**src/rtl/chte_ram.sv**
```systemverilog
// Generic simple dual-port RAM: one write port, one read port, registered read.
// No dependencies.
module chte_ram #(
  parameter int WIDTH = 8,
  parameter int DEPTH = 16
) (
  input  logic                     clk,
  input  logic                     we,
  input  logic [$clog2(DEPTH)-1:0] waddr,
  input  logic [WIDTH-1:0]         wdata,
  input  logic                     re,
  input  logic [$clog2(DEPTH)-1:0] raddr,
  output logic [WIDTH-1:0]         rdata
);

  logic [WIDTH-1:0] mem [DEPTH];

  always_ff @(posedge clk) begin
    if (we) begin
      mem[waddr] <= wdata;
    end
    if (re) begin
      rdata <= mem[raddr];
    end
  end

endmodule

```
**config.mk**
```make
export PLATFORM = sky130hd
export DESIGN_NAME = chte_ram
export DESIGN_NICKNAME = d
export VERILOG_FILES = /design/src/rtl/chte_ram.sv
export SDC_FILE = /design/constraint.sdc
export NUM_CORES = 1
export LEC_CHECK = 0
export ABC_CLOCK_PERIOD_IN_PS = 2200
export BUFFER_PORTS_ARGS = -buffer_cell sky130_fd_sc_hd__buf_2
export CAP_MARGIN = 20
export CORE_MARGIN = 2
export CORE_UTILIZATION = 30
export DETAILED_ROUTE_END_ITERATION = 6
export PLACE_DENSITY = 0.41
export SYNTH_ARGS = -nofsm -noshare
export SYNTH_HDL_FRONTEND = slang
export SYNTH_SLANG_ARGS = --single-unit
```
**constraint.sdc**
```tcl
create_clock -name clk -period 2.2 [get_ports clk]
set_input_delay 0.22 -clock clk [delete_from_list [all_inputs] [get_ports clk]]
set_output_delay 0.22 -clock clk [all_outputs]
set_load 0.01 [all_outputs]
```
## Word level (Yosys, flattened, before mapping)

Memory sizes are Yosys's and may differ from the RTL's. A register that Yosys moved wholly into a read port is not among the register bits.
Index checks and enable logic that the tools add are counted.
Widths: inputs -> output; s select.

| storage, ports and cells | value |
|---|---|
| register bits | 0 |
| memory bits (writable) | 128 |
| input bits | 19 |
| output and inout bits | 8 |
| word-level logic and storage cells | 3 |
| memories kept | 1 |

| cells by class | value |
|---|---|
| mux-type cells | 2 |

Memories:

| memory | depth | bits a word | read ports | clocked after memory_dff | write ports | line | text |
|---|---|---|---|---|---|---|---|
| mem | 16 | 8 | 1 | 1 | 1 | 16 | `logic [WIDTH-1:0] mem [DEPTH];` |

Operator list:

| kind | count |
|---|---|
| $mux 1 | 2 |

## Depth between registers and ports, before layout

| logic depth | value |
|---|---|
| depth in word-level cells | 2 |
| mapped depth | 5 |
| depth with buffers taken out | 3 |

## Least setup slack after synthesis

No wires, ideal clock.

| path | value |
|---|---|
| path type | input to register |
| start point | input port waddr[2] |
| end point | memory mem[0][0] (enable) |
| library setup time | 383 ps |
| arrival | 1330 ps |
| data required time | 1817 ps |
| path slack | 487 ps |
| cell stages on the path | 2 |
| path buffers | 0 |
| path through | or3b_2 -> nor3_1 |

RTL lines:

| what | line | text |
|---|---|---|
| from (decl) | 9 | `input logic [$clog2(DEPTH)-1:0] waddr,` |
| to (decl) | 16 |  |

No word-level cell before the write port.

==> key figures <==
CTS
  – Post-CTS sizing: 0
  – Max clock buf depth: 2
  – Root Driver: clkbuf_16
  – TritonCTS clock tree: done
  – Number of H-tree levels: 4
  – Inserted Clock Buffers: 17
  – Post-CTS Setup Bufs: 0
  – Worst-path clk slew: ~0.050 ns
  – # hold bufs at CTS: 0
  – Clock sinks: between 100 and 150
  – Clock Latency Late Sink: 0.41 ns

Worst setup path
  – Crit path from: mem[1][3]
  – Setup crit end: rdata[3]
  – Crit-path max FO: 1
  – Worst EP arrival: ~1.7 ns
  – Critical Setup Path Class: register to register
  – Worst R2R Start: mem[1][3]
  – Critical Path, Cell by Cell: mux4_1, a22oi_1, nand2_1
  – Worst R2R Setup Slack: 0.70 ns
  – Cell depth of the worst setup path: 3
  – CP startpoint kind: register
  – Worst r2r dst: rdata[3]
  – Critical path buffers and inverters: 0
  – Delay-heaviest family, CP: multiplexers
  – Reg2reg path depth: 3
  – Critical path required time: between 2 and 2.5 ns
  – Critical path's largest stage delay: 0.51 ns
  – Slowest stage cell on the critical path: mux4_1
  – Critical Path Sink Type: register

STA
  – Worst Clk Skew: 0.006458 ns
  – RSZ-0062 raised after global routing: false
  – Rel. slew slack: 0.6802
  – Hold Vio Cnt, Final: 0
  – Slew @ Worst Pin: about 0.48 ns
  – Setup Viol. Count Final: 0
  – Post-route minimum period: approximately 1.5 ns
  – FMAX: 0.6687 GHz
  – Setup Total Neg Slack: 0 ns
  – Post-route clock period utilization: 0.6798
  – Max Slew Vio Count: 0

Routing
  – Wire length per cell: 20.89 um
  – Vias: 2440
  – Antenna Nets Post-Route: 0
  – First drt pass iteration count: 4
  – Routed wire length: 10.93 mm
  – DRC: 0
  – Avg Vias per Cell: 4.665
  – DRT iter0 DRCs: 144

Global route
  – Total GRT Usage: 0.1295
  – Met3 Usage GRT: 0.03057
  – Met1 Resource Use GR: 0.1643
  – Total global routing overflow: 0
  – Most Used Layer, Global Route: met2
  – Met2 Use GR: 0.2102
  – First-pass GRT wire length: 16.53 mm
  – Initial antenna violation count: 0
  – Largest net degree at the start of global routing: 22
  – Vias in the first global route: 2607

Finish
  – Most common cell after layout, fill and taps aside: edfxtp_1
  – Layout cells sized above 1: 0.3154
  – # diodes: 0
  – Area Growth Syn to Fin: 20.49%
  – Most frequent cells in the layout: edfxtp_1, buf_2, buf_4
  – Fillers: 1622
  – Fin nets: 305
  – Final cell count without fillers: 523
  – Final Util: 0.3667

Yosys
  – Synthesized flop and latch total: 136
  – Sequential-to-total area share from yosys stat: 0.7812
  – Syn nets: 248
  – Post-synth cell types: 18
  – Synth Cell Area: 0.005228 mm^2
  – Syn Inst Count: 229
  – Yosys warnings: 0
  – Syn Area/Cell: 22.83 um^2

Place
  – Detailed Place HPWL: about 7.3 mm
  – Cells after DPL: 492
  – GP Congestion: 0.6891
  – Port bufs: 26

Power and ir drop
  – Maximum VDD drop: 0.5233 mV
  – Leak Pwr: 0.002110 uW
  – PD cells: between 900 and 1000 mW/mm^2
  – Total Power: 5828 uW

Die
  – # IOs: 27
  – Die ar.: 0.01850 mm^2
  – Die height: between 100 and 150 um
  – Initial Util: 0.3043
  – Core Rows: 48
  – Die Width: 136.0 um
  – Core ar.: 0.01718 mm^2

Flow run
  – Maxcap violations: 0

Run status
  – Outcome: finished, final reports clean

Hold path
  – Worst min path class: input pin to register
cells in the mapped netlist:
| cell type | number | area share |
|---|---|---|
| a22oi_1 | 16 | 0.023 |
| and2_1 | 1 | 0.0012 |
| and2b_1 | 1 | 0.0014 |
| buf_2 | 3 | 0.0029 |
| buf_4 | 1 | 0.0014 |
| buf_6 | 3 | 0.0065 |
| clkdlybuf4s25_2 | 3 | 0.0057 |
| edfxtp_1 | 136 | 0.78 |
| mux4_1 | 14 | 0.070 |
| mux4_2 | 18 | 0.078 |
| nand2_1 | 9 | 0.0065 |
| nand2b_1 | 2 | 0.0024 |
| nand3_1 | 1 | 0.00096 |
| nand3b_1 | 2 | 0.0029 |
| nor2_1 | 13 | 0.0093 |
| nor2b_1 | 1 | 0.0012 |
| nor3_1 | 4 | 0.0038 |
| or3b_2 | 1 | 0.0017 |
sequential cells by signal, indices dropped and copies added, names as in the netlist:
signal	cells
mem	128
rdata	8
layer usage:
metal / wire length [um] / share of wire / vias up
met2: 5375 / 0.49 / 54
li1: - / - / 1099
met5: 0 / 0 / -
met1: 4962 / 0.45 / 1269
met3: 319 / 0.029 / 18
met4: 271 / 0.025 / 0
worst min-delay path by stage:
stage,start,endpoint,slack [ns],depth (start not counted)
after global routing,re,rdata[2],0.20,1
final,wdata[1],mem[5][1],0.19,1
after detailed placement,wdata[5],mem[7][5],0.62,1
after floorplan,wdata[0],mem[0][0],0.32,0
after CTS,wdata[5],mem[9][5],0.18,1
after global placement,wdata[5],mem[5][5],0.62,1
through the flow:
stage,hold slack [ns],instance area (um^2),worst slack (ns)
3_3_place_gp,0.6196,5756,0.3525
2_1_floorplan,0.3189,5228,0.4871
4_1_cts,0.1840,6299,0.6958
3_5_place_dp,0.6207,5756,0.3544
5_1_grt,0.1991,6299,0.6183
6_report,0.1924,6299,0.7045
where the power goes:
group | total (uW) | switching (uW) | internal [uW] | leakage (uW)
clock | 2610 | 976 | 1630 | 0.000271
combinational | 283 | 163 | 120 | 0.000603
sequential | 2940 | 15.0 | 2920 | 0.00124
total | 5830 | 1150 | 4670 | 0.00211
layout make-up:
cell class / count / area [um^2] / share of cell area
tap: 225 / 281.5 / 0.04470
multi-input combinational: 83 / 1057 / 0.1679
clock inverter: 12 / 110.1 / 0.01748
sequential: 136 / 4084 / 0.6484
timing repair buffer: 48 / 332.8 / 0.05284
clock buffer: 19 / 432.9 / 0.06873
kinds of logic (layout without fill, tap and decap cells):
| family | Yosys count | count (layout) | synth area share |
|---|---|---|---|
| multiplexers | 32 | 32 | 0.1479 |
| flip-flops | 136 | 136 | 0.7812 |
| buffers and inverters | 10 | 79 | 0.01651 |
| AND/OR/NAND/NOR | 35 | 35 | 0.03136 |
| AO/OA/AOI/OAI | 16 | 16 | 0.02298 |
(Power assumes the default switching activity.)
