$ cat config.mk
export PLATFORM = sky130hd
export DESIGN_NAME = chte_mod
export DESIGN_NICKNAME = d
export VERILOG_FILES = /design/src/rtl/chte_pkg.sv /design/src/rtl/chte_mod.sv
export SDC_FILE = /design/constraint.sdc
export NUM_CORES = 1
export LEC_CHECK = 0
export ABC_AREA = 0
export BUFFER_PORTS_ARGS = -buffer_cell sky130_fd_sc_hd__buf_2
export CAP_MARGIN = 20
export CORE_ASPECT_RATIO = 0.75
export CORE_UTILIZATION = 40
export DETAILED_ROUTE_END_ITERATION = 8
export GPL_TIMING_DRIVEN = 1
export PLACE_DENSITY = 0.72
export SYNTH_ARGS = -nofsm -noshare
export SYNTH_HDL_FRONTEND = slang
export SYNTH_SLANG_ARGS = --single-unit
$ cat constraint.sdc
create_clock -name clk -period 4.1 [get_ports clk]
set_input_delay 1.23 -clock clk [delete_from_list [all_inputs] [get_ports clk]]
set_output_delay 1.23 -clock clk [all_outputs]
set_load 0.03 [all_outputs]
$ cat src/rtl/chte_pkg.sv
// Shared types and constants of the chained hash table engine.
// No dependencies; chte_mod and the top level use it through scoped names.
package chte_pkg;

  localparam int MaxBucketsDefault  = 64;
  localparam int PoolEntriesDefault = 256;

  // Widths fixed by the item format
  localparam int KeyW  = 14;
  localparam int NumW  = 14;
  localparam int DescW = 64;
  localparam int SizeW = 7;
  localparam int HashW = 14;  // 260*31 + 10*31 + 15 fits in 14 bits

  typedef enum logic [2:0] {
    ST_INSERTED  = 3'd0,
    ST_DUPLICATE = 3'd1,
    ST_FOUND     = 3'd2,
    ST_NOT_FOUND = 3'd3,
    ST_FULL      = 3'd4
  } status_t;

  typedef enum logic {
    OP_INSERT = 1'b0,
    OP_SEARCH = 1'b1
  } op_t;

  typedef struct packed {
    logic             mode;
    logic [4:0]       key_first_letter;
    logic [4:0]       key_second_letter;
    logic [3:0]       key_digit;
    logic [NumW-1:0]  item_number;
    logic [DescW-1:0] item_description;
  } req_t;

  typedef struct packed {
    status_t          status;
    logic [5:0]       bucket_index;
    logic [NumW-1:0]  found_number;
    logic [DescW-1:0] found_description;
  } rsp_t;

  // Handshake between the sequencer and the modulo unit
  typedef struct packed {
    logic             start;
    logic [HashW-1:0] dividend;
  } mod_req_t;

endpackage

$ cat src/rtl/chte_mod.sv
// Restoring remainder unit: hash value mod table size, one dividend bit a cycle.
// Depends on chte_pkg.
module chte_mod #(
  parameter int MAX_BUCKETS = chte_pkg::MaxBucketsDefault
) (
  input  logic                              clk,
  input  logic                              rst,
  input  chte_pkg::mod_req_t                req,
  input  logic [$clog2(MAX_BUCKETS):0]      size,
  output logic                              done,
  output logic [$clog2(MAX_BUCKETS)-1:0]    rem
);

  localparam int BktW = $clog2(MAX_BUCKETS);
  localparam int CntW = $clog2(chte_pkg::HashW);

  logic [chte_pkg::HashW-1:0] dvd;
  logic [CntW-1:0]            cnt;
  logic                       busy;
  logic [BktW:0]              shifted;
  logic [BktW-1:0]            rem_next;

  // One restoring step
  always_comb begin
    shifted = {rem, dvd[chte_pkg::HashW-1]};
    if (shifted >= size) begin
      rem_next = BktW'(shifted - size);
    end else begin
      rem_next = BktW'(shifted);
    end
  end

  always_ff @(posedge clk) begin
    if (rst) begin
      busy <= 1'b0;
      done <= 1'b0;
    end else begin
      done <= 1'b0;
      if (req.start) begin
        dvd  <= req.dividend;
        rem  <= '0;
        cnt  <= CntW'(chte_pkg::HashW - 1);
        busy <= 1'b1;
      end else if (busy) begin
        dvd <= dvd << 1;
        rem <= rem_next;
        if (cnt == '0) begin
          busy <= 1'b0;
          done <= 1'b1;
        end else begin
          cnt <= cnt - 1'b1;
        end
      end
    end
  end

endmodule

# Yosys cells after proc, flatten, opt, wreduce, memory -nomap -nowiden
# Index checks and enable logic that the tools add are counted.
[op_classes]
add_sub_neg = 2
order_cmp = 1
eq_ne = 1
n_mux = 10
n_bitwise = 2
reduce_logical = 5
[ops]
columns = ["operator", "n"]
rows = [
  ["$mux W14", 2],
  ["$mux W6", 2],
  ["$mux W4", 2],
  ["$ge A7 B7 Y1", 1],
  ["$sub A6 B6 Y6", 1],
  ["$logic_not A4 Y1", 1],
  ["$mux W1", 4],
  ["$sub A4 B1 Y4 const B", 1],
  ["$reduce_and A3 Y1", 1],
  ["$reduce_or A3 Y1", 1],
  ["$ne A2 B2 Y1 const B", 1],
  ["$not A1 Y1", 2],
  ["$reduce_and A2 Y1", 1],
  ["$reduce_bool A2 Y1", 1],
]
[totals]
regBits = 26
in_bits = 24
out_inout_bits = 7
wordCells = 26

# Logic depth before layout (Yosys ltp)
[logic_depth]
depth_word = 4
mapped_depth = 8

# Worst setup path before layout
# No wires, ideal clock.
[synth_path]
path_kind = "input-to-reg"
from = "input port req[14] (netlist bit)"
to = "register dvd[0] (netlist bit) (enable)"
arrival_time_ns = 2.493
path_slack_ns = 1.210
stages = 3
path_buffers = 1
path_cell_list = "clkbuf_1 nor2_1 nor2_1"
[synth_via]
elab_chain_cells = 2
[synth_rtl]
columns = ["element", "line", "source"]
rows = [
  ["start, declared", "chte_mod.sv:8", "input chte_pkg::mod_req_t req,"],
  ["$reduce_bool A2 Y1 (no source line)", "-", ""],
  ["$reduce_and A2 Y1 (no source line)", "-", ""],
  ["end signal, assigned", "chte_mod.sv:40", "dvd <= req.dividend;"],
  ["end signal, assigned", "chte_mod.sv:45", "dvd <= dvd << 1;"],
  ["end, declared", "chte_mod.sv:17", "logic [chte_pkg::HashW-1:0] dvd;"],
]
# Every way passes these cells.
# A chain may end at the register's enable or synchronous reset.

# Final worst setup path
[layout_path]
from = "input port req[14] (netlist bit)"
to = "register dvd[12] (netlist bit) (enable)"
# Same word-level chain as after synthesis.

==> flow_summary.yaml <==
place:
  gp_congestion: 0.7743
  numPortBuffers: 30
  dp_hpwl_um: 1943
  placed_cells: 182
setup_path:
  path_class: "in -> reg"
  setup.worst_path.start_class: "input pin"
  cp-end-kind: "flip-flop"
  worst-r2r-cell-count: 6
  worstReg2RegStart: "rem[0]"
  rrSetupSlack_ns: 2.18
  r2r_end: "rem[5]"
  worstPathMaxFanout: 23
  arrival_ns: 2.58
  required_ns: 4.06
yosys:
  synth_top_cell_area_share_pct: 50.39
  synth_area_per_cell_sq_um: 12.66
  ys_types: 33
  synth_area_leaders: "edfxtp_1 (50%), mux2_2 (10%), ha_1 (7.9%)"
  synthTopCellsByCount: "edfxtp_1 (24), mux2_2 (13), inv_1 (11), ha_1 (9), nand2_1 (7)"
  syn_area_sq_mm: 0.001430
  syn-num-nets: 147
  synth_compound_area_share_pct: 10.76
  synth_xor_xnor_area_share_pct: 2.450
  async_flop_share_pct: 0
  yosysSeqAreaShare_pct: 53.19
  syn_inst: 113
  yosys.area_share.simple_pct: 9.886
  synth_flop_cell: "edfxtp_1"
  yosysWarnings: 0
  synth_top_family_by_area: "multiplexers"
  synth_edf_count: 24
  synthMuxAreaShare_pct: 10.94
  synth_top_area_cell: "edfxtp_1"
  synth_most_common_cell: "edfxtp_1"
  ys_ff_latch: 26
  synth_adder_area_share_pct: 9.274
floorplan:
  die_x_um: 71.05
  core_region_area_sq_mm: 0.003356
  die_h_um: 53.78
  start_util_pct: 42.62
  std_cell_rows: 18
  io_pins: 31
  die_area_sq_mm: 0.003821
clock_network:
  post_cts.repair.setup_buffers: 0
  htreeDepth: 1
  path_clk_slew_ns: 0.09
  cts_max_path_buffers: 2
  numCtsBuffers: 3
  clk_latency_ns: 0.27
  cts_sinks: 26
  hold_buffers: 0
  clock-root-buffer: "clkbuf_8"
  cts.repair.resized: 0
  cts_tree: "built"
sta:
  final-setup-viol-count: 0
  finClkSkew_ns: 0.01352
  finalHoldViolations: 0
  fin_crit_ns: 2.619
  drv_slew: 0
  rsz0062_at_grt: "no"
  fmax_mhz: 381.9
  holdWs_ns: 0.5415
  fin_crit_sh_pct: 63.87
  slew_headroom_pct: 59.49
  fin_setup_tns_ns: 0
  worst_pin_slew_ns: 0.6054
layout:
  finalNetCount: 181
  ff_latch_area_sq_um: 760.7
  fillers: 287
  n_antenna_cell: 0
  drive_above_1_share_pct: 36.99
  fin_cells: 186
  syn_to_final_growth_pct: 18.90
  multiInputGateArea_sq_um: 619.3
power_and_ir_drop:
  powerDensity_mw_per_mm2: 389.5
  ir_worst_vdd_uv: 448.8
  leakage_uw: 0.0007027
worst_hold_path:
  whs_path_depth: 1
  holdPathEnd: "dvd[13]"
  hp-start: "dvd[12]"
  hp-class: "reg -> reg"
run:
  max_cap_violations: 0
route:
  wl_per_cell_um: 13.69
  drt_iter0_markers: 44
  ant_nets: 0
  via_count: 948
  drt-total-wl_um: 2546
  routed_via_density: 5.097
  drc: 0
  firstDrtPassIters: 6
global_route:
  grt-ovfl-total: 0
  first_global_vias: 903
  grt_pass1_wl_um: 4057
  grt_max_degree: 24
  antenna_found_initial: 0
  gr-usage-all-layers_pct: 14.17
run_status:
  status: "completed"
-- registers in the layout (all words and copies together) (netlist names) --
signal,count
cnt,4
dvd,14
busy,1
done,1
rem,6
-- placed cells by master (no fill, tap or decap), drive strengths merged --
master   n
nor4b    1
mux2    13
o21a     3
inv     11
o31a     1
o21ai    5
o21bai   1
nor2     5
a211oi   2
edfxtp  24
nor3     4
ha       9
and4     1
mux2i    1
a21oi    3
o22ai    1
or2      1
fa       1
buf     31
bufinv   1
and3b    1
and2     1
nand2b   3
xnor2    4
o32ai    3
nor2b    2
dfxtp    2
nand2    8
clkbuf   3
-- worst max-delay path by stage --
stage             from       to  slack [ns]  cells past startpoint
3_5_place_dp   req[14]   dvd[3]        1.16                      4
2_1_floorplan  req[14]   dvd[0]        1.21                      3
6_report       req[14]  dvd[12]        1.48                      4
4_1_cts        req[14]   dvd[3]        1.44                      4
3_3_place_gp   req[14]   dvd[3]        1.26                      4
5_1_grt        req[14]   dvd[4]        1.36                      4
-- worst max-delay path, stage by stage --
cell and delay (ns):
buf_2 0.38, nor2_1 0.14, nor2_1 0.49, buf_4 0.33
-- cell type report --
type / instances / area share (%)
clock buffer: 3 / 2.428
clock inverter: 1 / 1.766
inverter: 11 / 2.428
multi-input combinational: 74 / 36.42
sequential: 26 / 44.74
tap: 40 / 2.943
timing repair buffer: 31 / 9.272
-- where the power goes --
| part | internal, uW | total (uW) | switching [uW] |
|---|---|---|---|
| registers | 314 | 322 | 8.74 |
| logic | 60.1 | 132 | 71.8 |
| clock network | 131 | 208 | 77.3 |
| total | 504 | 662 | 158 |
-- per-stage QoR --
stage / utilization, % / power (uW) / area, sq um / setup WS, ns
floorplan: - / 423.3 / 1430 / 1.210
global placement: 48.55 / 455.2 / 1629 / 1.261
detailed placement: 48.55 / 460.8 / 1629 / 1.161
CTS: 50.67 / 668.6 / 1700 / 1.442
global route: 50.67 / 694.3 / 1700 / 1.356
finish: 50.67 / 662.3 / 1700 / 1.481
-- kinds of logic after synthesis --
| group | count (synthesis) |
|---|---|
| compound gates | 19 |
| xor+xnor | 4 |
| fa+ha+maj | 10 |
| buf+inv | 13 |
| flops | 26 |
| mux | 14 |
| simple gates | 27 |
-- routing by layer --
layer | track usage [%] | vias up | wire length, um
li1 | - | 480 | -
met1 | 17.45 | 453 | 1182
met2 | 26.44 | 13 | 1288
met3 | 3.371 | 2 | 64
met4 | 2.000 | 0 | 10
met5 | 0 | - | 0
Note: power is estimated with default switching activity, not from simulation.
